### src/hdl/bbs_pkg.sv
// ----------------------------------------------------------------------------
// bbs_pkg - shared types and constants of the 3x3 box blur stream
//
// Register codes, stream opcodes, the column word passed from the front
// end to the back end, and the reciprocal table used for the rounded mean.
// ----------------------------------------------------------------------------
package bbs_pkg;

	// Default sizing of the line stores and the row counter
	localparam int MAX_WIDTH_DEF  = 1024;
	localparam int MAX_HEIGHT_DEF = 4096;

	// Configuration registers
	localparam int WIDTH_REG_W  = 11;
	localparam int HEIGHT_REG_W = 13;
	localparam logic [WIDTH_REG_W-1:0]  WIDTH_RESET  = 11'd1024;
	localparam logic [HEIGHT_REG_W-1:0] HEIGHT_RESET = 13'd1;
	localparam int APB_DW = 32;
	localparam int APB_AW = 3;

	typedef enum logic {
		REG_WIDTH  = 1'b0,
		REG_HEIGHT = 1'b1
	} reg_idx_t;

	typedef enum logic {
		OP_PIXEL = 1'b0,
		OP_DRAIN = 1'b1
	} opcode_t;

	// Pixel packed as R in [23:16], G in [15:8], B in [7:0]
	localparam int CH_W   = 8;
	localparam int NUM_CH = 3;
	typedef logic [NUM_CH*CH_W-1:0] pixel_t;

	// Column queue between front and back
	localparam int QDEPTH = 4;
	localparam int QPTR_W = 2;
	localparam int QLVL_W = 3;

	// Window position flags of the result a column completes
	typedef struct packed {
		logic emit;
		logic top_ok;
		logic bot_ok;
		logic left_ok;
		logic right_ok;
		logic last;
	} win_flags_t;

	// One new window column: upper row, middle row, current row
	typedef struct packed {
		pixel_t     top;
		pixel_t     mid;
		pixel_t     bot;
		win_flags_t flags;
	} col_item_t;

	// Mean arithmetic: (2*sum + cnt) / (2*cnt) as a multiply by a reciprocal
	localparam int SUM_W       = 12;
	localparam int CNT_W       = 4;
	localparam int NUM_W       = 13;
	localparam int RECIP_W     = 20;
	localparam int RECIP_SHIFT = 20;
	localparam int PROD_W      = NUM_W + RECIP_W;

	// ceil(2^20 / (2*cnt)); exact quotient for every numerator below 2^13
	function automatic logic [RECIP_W-1:0] recip(input logic [CNT_W-1:0] cnt);
		logic [RECIP_W-1:0] m;
		case (cnt)
			4'd1:    m = 20'd524288;
			4'd2:    m = 20'd262144;
			4'd3:    m = 20'd174763;
			4'd4:    m = 20'd131072;
			4'd6:    m = 20'd87382;
			4'd9:    m = 20'd58255;
			default: m = 20'd524288;
		endcase
		return m;
	endfunction

endpackage

### src/hdl/bbs_queue.sv
// ----------------------------------------------------------------------------
// bbs_queue - column queue between front and back
//
// Four-entry first-in first-out buffer of window columns.
// ----------------------------------------------------------------------------
module bbs_queue (
	input  logic                       clk,
	input  logic                       arst_n,
	input  logic                       push,
	input  bbs_pkg::col_item_t         push_item,
	input  logic                       pop,
	output logic                       head_valid,
	output bbs_pkg::col_item_t         head_item,
	output logic [bbs_pkg::QLVL_W-1:0] level
);

	bbs_pkg::col_item_t               entry_q [bbs_pkg::QDEPTH];
	logic [bbs_pkg::QPTR_W-1:0]       wr_ptr_q;
	logic [bbs_pkg::QPTR_W-1:0]       rd_ptr_q;
	logic [bbs_pkg::QLVL_W-1:0]       level_q;

	// Store incoming columns
	always_ff @(posedge clk) begin
		if (push) begin
			entry_q[wr_ptr_q] <= push_item;
		end
	end

	// Advance pointers and fill level
	always_ff @(posedge clk or negedge arst_n) begin
		if (!arst_n) begin
			wr_ptr_q <= '0;
			rd_ptr_q <= '0;
			level_q  <= '0;
		end else begin
			if (push) begin
				wr_ptr_q <= wr_ptr_q + bbs_pkg::QPTR_W'(1);
			end
			if (pop) begin
				rd_ptr_q <= rd_ptr_q + bbs_pkg::QPTR_W'(1);
			end
			case ({push, pop})
				2'b10:   level_q <= level_q + bbs_pkg::QLVL_W'(1);
				2'b01:   level_q <= level_q - bbs_pkg::QLVL_W'(1);
				default: level_q <= level_q;
			endcase
		end
	end

	assign head_valid = (level_q != '0);
	assign head_item  = entry_q[rd_ptr_q];
	assign level      = level_q;

	// Front must never push into a full queue
	a_no_overflow: assert property (@(posedge clk) disable iff (!arst_n)
		push |-> (level_q != bbs_pkg::QLVL_W'(bbs_pkg::QDEPTH)))
		else $error("column queue overflow");

	// Back must never pop an empty queue
	a_no_underflow: assert property (@(posedge clk) disable iff (!arst_n)
		pop |-> (level_q != '0))
		else $error("column queue underflow");

endmodule

### config.mk
export PLATFORM = sky130hd
export DESIGN_NAME = bbs_queue
export DESIGN_NICKNAME = d
export VERILOG_FILES = /design/src/hdl/bbs_pkg.sv /design/src/hdl/bbs_queue.sv
export SDC_FILE = /design/constraint.sdc
export NUM_CORES = 1
export LEC_CHECK = 0
export BUFFER_PORTS_ARGS = -buffer_cell sky130_fd_sc_hd__buf_4
export CAP_MARGIN = 15
export CORE_MARGIN = 2
export CORE_UTILIZATION = 35
export CTS_CLUSTER_DIAMETER = 30
export DETAILED_ROUTE_END_ITERATION = 8
export PLACE_DENSITY = 0.49
export SYNTH_ARGS = -nofsm -noshare
export SYNTH_HDL_FRONTEND = slang
export SYNTH_SLANG_ARGS = --single-unit
### constraint.sdc
create_clock -name clk -period 5.8 [get_ports clk]
set_clock_uncertainty 0.2 [all_clocks]
set_input_delay 0.58 -clock clk [delete_from_list [all_inputs] [get_ports clk]]
set_output_delay 0.58 -clock clk [all_outputs]
set_load 0.01 [all_outputs]
Yosys cells after proc, flatten, opt, wreduce, memory -nomap -nowiden
Memory sizes are Yosys's and may differ from the RTL's.
Cells that the tools add are included.
{ "totals": {"register_bits": 7, "in_bits": 82, "wordCells": 15, "out_inout_bits": 82, "latchBits": 0, "romBits": 0, "ramBits": 312, "n_memories": 1} }
{ "classes": {"bitwise": 0, "order_cmp": 0, "muxes": 3, "multipliers": 0, "n_reduce_logical": 2, "n_addsub": 4, "div": 0, "shift": 0, "n_eq_ne": 2} }
{ "memory_table": {"columns": ["memory", "depth", "width", "read_ports", "rd_clocked_by_memory_dff", "write_ports", "line_no", "source"], "rows": [
  ["entry_q", 4, 78, 1, 0, 1, "bbs_queue.sv:17", "bbs_pkg::col_item_t entry_q [bbs_pkg::QDEPTH];"]
]} }
{ "ops": {"columns": ["operator", "n"], "rows": [
  ["3-bit one-hot mux with 2 select lines", 1],
  ["2-bit by 1-bit adder with 2-bit output, second input constant", 2],
  ["3-bit by 1-bit adder with 3-bit output, second input constant", 1],
  ["3-bit nonzero test", 1],
  ["3-bit by 1-bit subtractor with 3-bit output, second input constant", 1],
  ["2-bit by 1-bit == test with 1-bit output, second input constant", 1],
  ["2-bit == test, second input constant", 1],
  ["1-bit 2-to-1 mux", 2],
  ["2-bit nonzero test", 1]
]} }

Longest topological paths before layout
{ "depth": {"depth_word": 2, "depth_mapped": 7, "mapped_depth_nobuf": 7} }

Worst setup path before layout
OpenSTA, ideal clock, no wires.
{ "synth_path": {"path_kind": "flip-flop to flip-flop", "startpoint": "register wr_ptr_q[0] in the netlist's numbering", "endpoint": "memory entry_q[0][0] in the netlist's numbering, enable pin", "arrival_ps": 2439, "n_path_buf": 0, "stages_incl_launch_ff": 4, "period_less_slack_ps": 3084, "slack_ps": 2716, "t_required_ps": 5155, "setup_time_ps": 445, "cell_sequence": "dfrtp_1 > inv_1 > ha_1 > and2_1"} }
{ "synth_rtl": {"columns": ["element", "line_no", "source"], "rows": [
  ["start, declared", "bbs_queue.sv:18", "logic [bbs_pkg::QPTR_W-1:0] wr_ptr_q;"],
  ["start signal, assigned", "bbs_queue.sv:37", "wr_ptr_q <= wr_ptr_q + bbs_pkg::QPTR_W'(1);"],
  ["end, declared", "bbs_queue.sv:17", null]
]} }
No word-level cell before the write port.

==> impl_metrics.yaml <==
status:
  outcome: "complete, no violations"
global_route:
  use_met2: 0.226
  gr-max-usage-layer: "met2"
  antenna_found_initial: 1
  first_global_vias: 6237
  grt_max_degree: 46
  grt_pass1_wl_um: 36100
  gr-usage-met3: 0.0426
  grt-ovfl-total: 0
  track_usage: 0.135
  use_met1: 0.167
sta:
  finalCritPeriodShare: 0.651
  slew_violations: 0
  rsz0062_at_grt: "false"
  fin_crit_ns: 3.78
  finalSetupViolCount: 0
  hold_viol: 0
  max_slew_margin: 0.486
  worst_pin_slew_ns: 0.772
  tns_ns: 0
  max_freq_ghz: 0.265
  timing.hold.ws_ns: 0.0329
layout:
  n_antenna_cell: 0
  final_net_count: 803
  drive_gt1_frac: 0.461
  stdcell_area_mm2: 0.0160
  instances_no_fill: 1213
  fin_util: 0.481
  fillerInstances: 2733
  area_growth_pct: 36.5
worst_setup_path:
  arrival_ns: 3.00
  reg2regPathDepth: 4
  crit_type: "register to output port"
  cp_data_required_time_ns: 5.02
  start_kind: "register"
  worstReg2RegStart: "wr_ptr_q[1]"
  critPathMaxFanout: 34
  end_kind: "output port"
  critPathLaunch: "rd_ptr_q[0]"
cts:
  hold_buffers: 56
  h-tree-depth: 2
  cts_tree: "built"
  cts_root_buf: "clkbuf_16"
  post_cts_resized: 0
  clkSinkCount: 319
  cts_setup_buffers: 0
  clkTransAtPathRegs_ns: 0.05
  cts_buffer_depth: 3
  numCtsBuffers: 61
  clk_latency_ns: 0.55
place:
  placed_area_mm2: 0.0134
  io_buffers: 163
  dp.cells: 1043
  place_hpwl_um: 13300
  gp_congestion: 0.681
yosys:
  synth_area_per_cell_um2: 26.5
  synth_top_area_share: 0.798
  synth-seq-area-share: 0.813
  ys_seq_elements: 319
  synthCells: 443
  synthArstFlopShare: 0.0219
  synth_ff_type: "edfxtp_1"
  synthTopCellsByCount: "edfxtp_1 (312), mux4_2 (78), buf_12 (8), buf_2 (8), dfrtp_1 (7)"
  synth.distinct_cells: 18
  synth-edff-count: 312
  synth_area_leaders: "edfxtp_1 (80%), mux4_2 (15%), dfrtp_1 (1.5%), buf_12 (1.4%), ha_1 (0.53%)"
  synth.most_common_cell: "edfxtp_1"
  syn_nets: 531
  synth_area_mm2: 0.0117
  yosys_warnings: 0
  yosys.area.top_type: "edfxtp_1"
floorplan:
  dieHeight_um: 187
  start_util: 0.353
  core_area_mm2: 0.0333
  die_w_um: 187
  num_rows: 67
  dieArea_mm2: 0.0350
  ios: 164
route:
  drt_iter0_drc: 286
  drt_pre_antenna_iters: 4
  routed_via_density: 4.61
  vias: 5586
  ant_nets: 0
  drc: 0
  wire_per_inst_um: 19.4
  routed_wl_um: 23500
power:
  power_density_mw_per_mm2: 552
  ir_worst_vdd_uv: 342
  p_leak_uw: 0.00564
flow_run:
  cap_violations: 0
worst_hold_path:
  hold_path_startpoint: "push_item[30]"
  hold_depth: 1
  holdCritPathClass: "input pin to register"
==> path summary, 6_finish.rpt <==
path                            slack, ns              to
worst max-delay path                 2.02   head_item[24]
worst min-delay path                 0.03  entry_q[2][30]
worst max register to register       3.22  entry_q[1][51]
worst min register to register       0.32        level[2]
max in group asynchronous            5.06     rd_ptr_q[0]
min in group asynchronous            0.19        level[0]
==> kinds of logic (layout without fill, tap and decap cells) <==
family | Yosys count | after routing | share of synthesized area
flip-flops | 319 | 319 | 0.813
XOR/XNOR | 6 | 6 | 0.00448
multiplexers | 79 | 79 | 0.151
buffers and inverters | 24 | 346 | 0.0206
adder cells (fa/ha/maj) | 6 | 6 | 0.00704
AO/OA/AOI/OAI | 1 | 1 | 0.000426
AND/OR/NAND/NOR | 8 | 8 | 0.00363
==> placed cells by master, fill, tap and decap left out <==
master and instances:
clkinv_4 5, mux2i_1 1, clkinvlp_4 4, o21ai_0 1, nor2_1 1, clkinv_8 1, inv_6 6, xor2_1 4
buf_4 170, inv_1 6, clkinv_1 8, dlygate4sd3_1 57, edfxtp_1 312, clkinv_2 12, bufinv_16 9, mux4_2 78
ha_1 5, dfrtp_4 2, clkbuf_16 62, or3_1 1, nand2_1 2, clkbuf_1 6, and2_4 4, fa_1 1
xnor2_1 2, dfrtp_1 5
==> flip-flops by register name, indices dropped and copies added (netlist names) <==
register	cells
entry_q	312
level	3
rd_ptr_q	2
wr_ptr_q	2
==> power breakdown <==
group / internal (uW) / total [uW] / switching, uW
clock: 2340 / 3450 / 1110
combinational: 1110 / 2130 / 1010
sequential: 3030 / 3260 / 227
==> final cells by class <==
class / instances / area (um2) / share of cell area
Timing Repair Buffer: 227 / 1850 / 0.115
Sequential cell: 319 / 9550 / 0.596
Multi-Input combinational cell: 100 / 1960 / 0.122
Tap cell: 448 / 561 / 0.0350
Clock inverter: 45 / 503 / 0.0314
Clock buffer: 68 / 1570 / 0.0983
Inverter: 6 / 22.5 / 0.00141
==> worst max-delay path, cell delays in order (launching register included) <==
cell and delay, ns:
dfrtp_4 0.87, buf_4 0.72, mux4_2 0.64, buf_4 0.17
==> metal layers <==
metal,share of wire,vias up
li1,-,2470
met1,0.41,2892
met2,0.50,175
met3,0.068,47
met4,0.019,2
met5,0.00047,-
==> stage by stage <==
step / total power, uW / worst slack (ns)
final: 8830 / 2.02
after global routing: 9260 / 1.76
after CTS: 9010 / 1.87
after detailed placement: 5470 / 2.48
after global placement: 5440 / 2.47
after floorplan: 4580 / 2.72
No activity file was read; power rests on OpenSTA's default activity.
