### config.mk
export PLATFORM = sky130hd
export DESIGN_NAME = bbs_back
export DESIGN_NICKNAME = d
export VERILOG_FILES = /design/src/hdl/bbs_pkg.sv /design/src/hdl/bbs_back.sv
export SDC_FILE = /design/constraint.sdc
export NUM_CORES = 2
export LEC_CHECK = 0
export ABC_CLOCK_PERIOD_IN_PS = 12090
export BUFFER_PORTS_ARGS = -buffer_cell sky130_fd_sc_hd__buf_2
export CAP_MARGIN = 20
export CORE_MARGIN = 2
export CORE_UTILIZATION = 65
export CTS_CLUSTER_SIZE = 25
export DETAILED_ROUTE_END_ITERATION = 16
export GPL_ROUTABILITY_DRIVEN = 0
export HOLD_SLACK_MARGIN = 0.02
export PLACE_DENSITY = 0.83
export SLEW_MARGIN = 40
export SYNTH_ARGS = -nofsm -noshare
export SYNTH_HDL_FRONTEND = slang
export SYNTH_SLANG_ARGS = --single-unit
### constraint.sdc
create_clock -name clk -period 12.09 [get_ports clk]
set_input_delay 0.6045 -clock clk [delete_from_list [all_inputs] [get_ports clk]]
set_output_delay 0.6045 -clock clk [all_outputs]
set_load 0.02 [all_outputs]
### src/hdl/bbs_pkg.sv
// ----------------------------------------------------------------------------
// bbs_pkg - shared types and constants of the 3x3 box blur stream
//
// Register codes, stream opcodes, the column word passed from the front
// end to the back end, and the reciprocal table used for the rounded mean.
// ----------------------------------------------------------------------------
package bbs_pkg;

	// Default sizing of the line stores and the row counter
	localparam int MAX_WIDTH_DEF  = 1024;
	localparam int MAX_HEIGHT_DEF = 4096;

	// Configuration registers
	localparam int WIDTH_REG_W  = 11;
	localparam int HEIGHT_REG_W = 13;
	localparam logic [WIDTH_REG_W-1:0]  WIDTH_RESET  = 11'd1024;
	localparam logic [HEIGHT_REG_W-1:0] HEIGHT_RESET = 13'd1;
	localparam int APB_DW = 32;
	localparam int APB_AW = 3;

	typedef enum logic {
		REG_WIDTH  = 1'b0,
		REG_HEIGHT = 1'b1
	} reg_idx_t;

	typedef enum logic {
		OP_PIXEL = 1'b0,
		OP_DRAIN = 1'b1
	} opcode_t;

	// Pixel packed as R in [23:16], G in [15:8], B in [7:0]
	localparam int CH_W   = 8;
	localparam int NUM_CH = 3;
	typedef logic [NUM_CH*CH_W-1:0] pixel_t;

	// Column queue between front and back
	localparam int QDEPTH = 4;
	localparam int QPTR_W = 2;
	localparam int QLVL_W = 3;

	// Window position flags of the result a column completes
	typedef struct packed {
		logic emit;
		logic top_ok;
		logic bot_ok;
		logic left_ok;
		logic right_ok;
		logic last;
	} win_flags_t;

	// One new window column: upper row, middle row, current row
	typedef struct packed {
		pixel_t     top;
		pixel_t     mid;
		pixel_t     bot;
		win_flags_t flags;
	} col_item_t;

	// Mean arithmetic: (2*sum + cnt) / (2*cnt) as a multiply by a reciprocal
	localparam int SUM_W       = 12;
	localparam int CNT_W       = 4;
	localparam int NUM_W       = 13;
	localparam int RECIP_W     = 20;
	localparam int RECIP_SHIFT = 20;
	localparam int PROD_W      = NUM_W + RECIP_W;

	// ceil(2^20 / (2*cnt)); exact quotient for every numerator below 2^13
	function automatic logic [RECIP_W-1:0] recip(input logic [CNT_W-1:0] cnt);
		logic [RECIP_W-1:0] m;
		case (cnt)
			4'd1:    m = 20'd524288;
			4'd2:    m = 20'd262144;
			4'd3:    m = 20'd174763;
			4'd4:    m = 20'd131072;
			4'd6:    m = 20'd87382;
			4'd9:    m = 20'd58255;
			default: m = 20'd524288;
		endcase
		return m;
	endfunction

endpackage

### src/hdl/bbs_back.sv
// ----------------------------------------------------------------------------
// bbs_back - window and mean pipeline of the box blur
//
// Shifts queued columns into the 3x3 window, sums the neighbors inside the
// image, divides by the count with rounding, and holds the result word.
// ----------------------------------------------------------------------------
module bbs_back (
	input  logic               clk,
	input  logic               arst_n,
	input  logic               q_valid,
	input  bbs_pkg::col_item_t q_item,
	output logic               q_pop,
	output logic               out_valid,
	input  logic               out_ready,
	output logic [7:0]         red_out,
	output logic [7:0]         green_out,
	output logic [7:0]         blue_out,
	output logic               frame_done
);

	localparam int CW  = bbs_pkg::CH_W;
	localparam int NCH = bbs_pkg::NUM_CH;

	logic adv;

	bbs_pkg::pixel_t     win_q [3][3];
	logic                v_s1;
	bbs_pkg::win_flags_t flags_s1;

	logic [CW+1:0]                 colsum [NCH][3];
	logic [bbs_pkg::SUM_W-1:0]     sum_c  [NCH];
	logic [1:0]                    rows;
	logic [1:0]                    cols;
	logic [bbs_pkg::CNT_W-1:0]     cnt;

	logic                          v_s2;
	logic                          last_s2;
	logic [bbs_pkg::SUM_W-1:0]     sum_s2 [NCH];
	logic [bbs_pkg::CNT_W-1:0]     cnt_s2;
	logic [bbs_pkg::RECIP_W-1:0]   m_s2;

	logic                          v_s3;
	logic                          last_s3;
	logic [bbs_pkg::PROD_W-1:0]    prod_s3 [NCH];
	logic [bbs_pkg::NUM_W-1:0]     quot    [NCH];

	logic                          out_valid_q;
	logic [CW-1:0]                 res_q   [NCH];
	logic                          last_q;

	// Whole pipeline moves when the output word is free or being taken
	assign adv   = !out_valid_q || out_ready;
	assign q_pop = adv && q_valid;

	// Shift the window on every popped column
	always_ff @(posedge clk) begin
		if (q_pop) begin
			for (int i = 0; i < 3; i++) begin
				win_q[i][0] <= win_q[i][1];
				win_q[i][1] <= win_q[i][2];
			end
			win_q[0][2] <= q_item.top;
			win_q[1][2] <= q_item.mid;
			win_q[2][2] <= q_item.bot;
		end
	end

	// Masked column sums, then row of columns, plus neighbor count
	always_comb begin
		for (int c = 0; c < NCH; c++) begin
			for (int j = 0; j < 3; j++) begin
				colsum[c][j] = (CW+2)'(win_q[1][j][(NCH-1-c)*CW +: CW]);
				if (flags_s1.top_ok) begin
					colsum[c][j] = colsum[c][j] + (CW+2)'(win_q[0][j][(NCH-1-c)*CW +: CW]);
				end
				if (flags_s1.bot_ok) begin
					colsum[c][j] = colsum[c][j] + (CW+2)'(win_q[2][j][(NCH-1-c)*CW +: CW]);
				end
			end
			sum_c[c] = bbs_pkg::SUM_W'(colsum[c][1]);
			if (flags_s1.left_ok) begin
				sum_c[c] = sum_c[c] + bbs_pkg::SUM_W'(colsum[c][0]);
			end
			if (flags_s1.right_ok) begin
				sum_c[c] = sum_c[c] + bbs_pkg::SUM_W'(colsum[c][2]);
			end
		end
		rows = 2'd1 + 2'(flags_s1.top_ok) + 2'(flags_s1.bot_ok);
		cols = 2'd1 + 2'(flags_s1.left_ok) + 2'(flags_s1.right_ok);
		cnt  = bbs_pkg::CNT_W'(rows) * bbs_pkg::CNT_W'(cols);
	end

	// Extract the quotient; it is clipped to one channel when registered
	always_comb begin
		for (int c = 0; c < NCH; c++) begin
			quot[c] = prod_s3[c][bbs_pkg::PROD_W-1 -: bbs_pkg::NUM_W];
		end
	end

	// Valid bits of the pipeline
	always_ff @(posedge clk or negedge arst_n) begin
		if (!arst_n) begin
			v_s1        <= 1'b0;
			v_s2        <= 1'b0;
			v_s3        <= 1'b0;
			out_valid_q <= 1'b0;
		end else if (adv) begin
			v_s1        <= q_pop && q_item.flags.emit;
			v_s2        <= v_s1;
			v_s3        <= v_s2;
			out_valid_q <= v_s3;
		end
	end

	// Payload of the pipeline
	always_ff @(posedge clk) begin
		if (adv) begin
			flags_s1 <= q_item.flags;
			last_s2  <= flags_s1.last;
			cnt_s2   <= cnt;
			m_s2     <= bbs_pkg::recip(cnt);
			last_s3  <= last_s2;
			last_q   <= last_s3;
			for (int c = 0; c < NCH; c++) begin
				sum_s2[c]  <= sum_c[c];
				prod_s3[c] <= bbs_pkg::PROD_W'({sum_s2[c], 1'b0} + bbs_pkg::NUM_W'(cnt_s2)) *
					bbs_pkg::PROD_W'(m_s2);
				res_q[c]   <= (quot[c] > bbs_pkg::NUM_W'(255)) ? {CW{1'b1}} : quot[c][CW-1:0];
			end
		end
	end

	assign out_valid  = out_valid_q;
	assign red_out    = res_q[0];
	assign green_out  = res_q[1];
	assign blue_out   = res_q[2];
	assign frame_done = last_q;

	// A finished quotient always lands in the output word
	a_s3_to_out: assert property (@(posedge clk) disable iff (!arst_n)
		(v_s3 && adv) |=> out_valid_q)
		else $error("result lost between divide stage and output");

endmodule

Word level (Yosys, flattened, before mapping) --
Memories as Yosys holds them, arrays and structs flattened. Index checks and enable logic that the tools add are counted.
Storage, ports and cells: flip-flop bits (word level) 36, output and inout port bits 27, memories 4, word-level logic and storage cells 97, bits of input ports 82, bits in writable memories 375
Memories:
- win_q | words 3, bits a word 72, rd ports 3, clocked after memory_dff 0, wr ports 3, line bbs_back.sv:26 | bbs_pkg::pixel_t win_q [3][3];
- prod_s3 | words 3, bits a word 33, rd ports 3, clocked after memory_dff 0, wr ports 3, line bbs_back.sv:44 | logic [bbs_pkg::PROD_W-1:0] prod_s3 [NCH];
- sum_s2 | words 3, bits a word 12, rd ports 3, clocked after memory_dff 0, wr ports 3, line bbs_back.sv:38 | logic [bbs_pkg::SUM_W-1:0] sum_s2 [NCH];
- res_q | words 3, bits a word 8, rd ports 3, clocked after memory_dff 0, wr ports 3, line bbs_back.sv:48 | logic [CW-1:0] res_q [NCH];
Operators by class: multiply operators 4, eq/ne operators 5, muxes and demuxes 32, magnitude comparators 3, $add $sub $neg 31, reductions and logical operators 4
Operators with widths (number):
- case mux 20 bit (5 select lines) | 1
- multiplier 14 x 20 -> 33 bit | 3
- adder 10 x 8 -> 10 bit | 9
- two-way mux 10 bit | 9
- adder 8 x 8 -> 9 bit | 9
- two-way mux 9 bit | 9
- adder 13 x 4 -> 14 bit | 3
- greater-than comparator 13 x 8 -> 1 bit, second input constant | 3
- adder 12 x 10 -> 12 bit | 3
- two-way mux 12 bit | 3
- adder 10 x 10 -> 11 bit | 3
- two-way mux 11 bit | 3
- two-way mux 8 bit | 3
- == test 4 x 2 -> 1 bit, second input constant | 2
- == test 4 x 3 -> 1 bit, second input constant | 2
- adder 1 x 1 -> 2 bit, first input constant | 2
- adder 2 x 1 -> 2 bit | 2
- == test 4 bit, second input constant | 1
- multiplier 2 x 2 -> 4 bit | 1
- two-way mux 1 bit | 4
- logical AND 1 bit | 2
- zero test 1 bit | 1
- logical OR 1 bit | 1

Logic depth before layout (Yosys ltp) --
An unclocked memory read counts as a cell.
depth in word-level cells 9, depth in mapped cells 30, depth with buffers taken out 30

Least setup slack after synthesis --
OpenSTA, ideal clock, no wires.
path kind input to register, from input port out_ready, to memory win_q[0][0] (netlist name), enable pin, arrival time 9.412 ns, setup slack 2.073 ns, setup time 0.606 ns, stages 3, path buffers 1, cell sequence nand2b_1 -> clkbuf_1 -> and2_1
RTL lines:
- start, declared | line bbs_back.sv:14 | input logic out_ready,
- end, declared | line bbs_back.sv:26

==> results.cfg <==
[logic_synthesis]
ys_ff_latch = 339
yosys.area.top_type_share_pct = 24.5
yosysSeqAreaShare_pct = 24.7
synth_cells = 3943
syn_area_sq_mm = 0.0412
synth-edff-count = 335
netlist_top_cells_area = fa_1 (24%), edfxtp_1 (24%), ha_1 (16%), inv_1 (6.9%), xnor2_1 (3.4%)
async_flop_share_pct = 1.18
yosysWarningCount = 0
synth_top_area_cell = fa_1
synth_nets = 5063
ys_types = 77
synthFlopType = edfxtp_1
avgSynthCellArea_sq_um = 10.4

[cells_and_area]
multi_input_area_sq_mm = 0.0279
syn_to_final_growth_pct = 6.69
seq_area_sq_mm = 0.0102
final_layout_size_suffix_gt1_share_pct = 8.21
design_area_sq_mm = 0.0439
fillers = 4441
fin_nets = 5158
diodes = 0

[worst_hold_path]
worstHoldStart = q_item[29]
hold_path.class = in2reg

[status]
status = finished clean

[timing]
slew_viol_final = 0
slew_headroom_pct = 45.3
final.period_utilization_pct = 67.6
setup_viol = 0
finalClockSkew_ns = 0.0275
worst_pin_slew_ns = 0.815
grt_setup_unrepaired = false
max_freq_mhz = 122
hold_violations = 0
period_minus_slack_ns = 8.17
fin_tns_setup_ns = 0

[global_routing]
track_usage_pct = 27.2
grt_overflow_total = 0
grt_pass1_vias = 29413
grt_start_max_net_pins = 72
antenna_found_initial = 0
grt_pass1_wl_microns = 143000

[setup_path]
startpoint_type = register
crit-reg2reg-launch = cnt_s2[2]
critPathRequiredTime_ns = 12.42
path_delay_family = adder cells
crit_fanout = 10
crit_path_start = cnt_s2[2]
worst_ep_arrival_time_ns = 8.50
max_stage_delay_ns = 0.61
critPathBufInv = 4
cpMaxStageDelayCell = xor2_1
crit_type = reg2reg
critPathCaptureType = register

[clock_tree]
cts_buffers = 39
clkLatencyLatePin_ns = 0.59
cts-htree-levels = 2
clock-root-buffer = clkbuf_16
cts.sinks = 339
path_clk_slew_ns = 0.06
cts_tree = yes
post-cts-setup-buffer-count = 0
max-clock-path-buffers = 3
ctsResizeCount = 0

[placement]
placed_cell_area_sq_mm = 0.0426
post-dp-hpwl_microns = 70800
port_buffers = 108

[floorplanning]
die_width_microns = 256
initial_utilization_pct = 65.5
num_rows = 92
core_area_sq_mm = 0.0629
die_area_sq_mm = 0.0654
ios = 109
fp.dieH_microns = 256

[flow_run]
timing.max_cap.violations = 0

[drt]
drt-total-wl_microns = 87200
drc = 0
routed_via_density = 5.65
via_count = 27769
drt_first_pass_iters = 5
wl_per_cell_microns = 17.7
drtAntennaViolNets = 0
dr.first_iter.drc_count = 1854
registers in the layout, summed over array words and instances, names as in the netlist, 4 cells and up:
register  flops
win_q       216
prod_s3      39
sum_s2       36
res_q        24
m_s2          8
flags_s1      5
cnt_s2        4
metrics by stage:
stage / hold WS (ns) / setup slack [ns] / std cells / utilization, %
after floorplan: 0.309 / 2.07 / 3943 / -
final: 0.209 / 3.92 / 4912 / 69.9
after detailed placement: 0.407 / 4.02 / 4840 / 67.9
after CTS: 0.184 / 3.98 / 4910 / 69.8
after global routing: 0.183 / 3.49 / 4912 / 69.9
after global placement: 0.402 / 4.27 / 4840 / 67.9
worst reg2reg max path, cell delays in order (launching register included):
cell	delay (ns)
edfxtp_1	0.43
ha_1	0.33
a21o_1	0.18
a21oi_1	0.57
nor2_1	0.12
xor2_1	0.61
nand2_1	0.26
xor2_1	0.24
ha_1	0.30
inv_1	0.08
fa_1	0.53
inv_1	0.04
ha_1	0.32
xnor2_1	0.19
fa_1	0.45
fa_1	0.49
inv_1	0.05
fa_1	0.49
inv_1	0.04
ha_1	0.32
and3_1	0.21
nand4_1	0.15
o311ai_0	0.58
o211ai_1	0.26
a21oi_1	0.26
nand2b_1	0.17
a21oi_1	0.09
xnor2_1	0.13
metal layers:
metal  routed length (microns)  vias to the layer above  part of all wire, %  GRT usage, %
met5                         0                        -                    0             0
met4                      4090                        0                  4.7          11.8
met3                      5220                      232                  6.0          4.27
met2                     42800                      833                   49          47.4
met1                     35100                    13557                   40          33.7
li1                          -                    13147                    -             -
layout make-up:
type	count	area share, %
clock buffers	47	2.31
well taps	846	2.41
inverters	762	6.51
flip-flops and latches	339	23.1
multi-input cells	2766	63.5
repair buffers	130	1.68
clock inverters	22	0.510
synth_stat cells (3+ instances only):
cell        n
inv_1     759
ha_1      534
fa_1      504
edfxtp_1  335
nand2_1   269
a21oi_1   171
xnor2_1   160
and2_1    152
o21ai_0   137
nor2_1    114
mux2_2    107
xor2_1     96
a21o_1     92
nor2b_1    61
clkbuf_1   58
nand2b_1   41
nor3_1     40
or3_1      30
o21a_1     26
a21boi_0   20
o21bai_1   18
nand3_1    17
nand4_1    17
mux2i_1    16
and3_1     14
a31oi_1    13
buf_1      13
o31ai_1    10
a31o_2      8
o21ai_1     8
o211ai_1    7
nor3b_1     6
a211oi_1    5
a21oi_2     5
and4_1      5
o311ai_0    5
or2_2       5
a2111o_1    4
a221oi_1    4
dfrtp_1     4
or4_1       4
a221o_1     3
buf_2       3
path summary, 6_finish.rpt:
check                                      end  slack (ns)  cells past startpoint
worst max-delay path            prod_s3[0][31]        3.92                     27
worst min-delay path             win_q[0][167]        0.21                      1
worst max register to register  prod_s3[0][31]        3.92                     27
worst min register to register         last_s2        0.41                      0
max in group asynchronous                 v_s2       11.61                      2
min in group asynchronous            out_valid        0.37                      2
repair_timing:
action | in CTS | in global routing
setup endpoints to repair | 0 | 0
hold buffers | 1 | 0
hold endpoints to repair | 4 | 0
cell usage in the layout, fill, tap and decap left out, types with 61 or more instances in the layout:
cell and count:
xor2_1 96, xnor2_1 159, ha_1 534, a21oi_1 171
a21o_1 92, and2_1 151, nor2b_1 61, nor2_1 114
mux2_2 107, edfxtp_1 335, inv_1 759, nand2_1 268
o21ai_0 137, fa_1 504, buf_2 108
logic make-up after synthesis:
family                     count (synthesis)  share of synthesized area (%)
DFF                                      339                           24.7
AOI/OAI and AO/OA                        563                           8.62
adders and majority gates               1038                           40.7
muxes                                    125                           3.39
xor gates and xnor gates                 256                           5.44
and+or+nand+nor                          784                           9.50
buffers and inverters                    838                           7.67
Power is not shown: default switching activity piles up to over one toggle a cycle in this logic, so the estimate is an artifact.
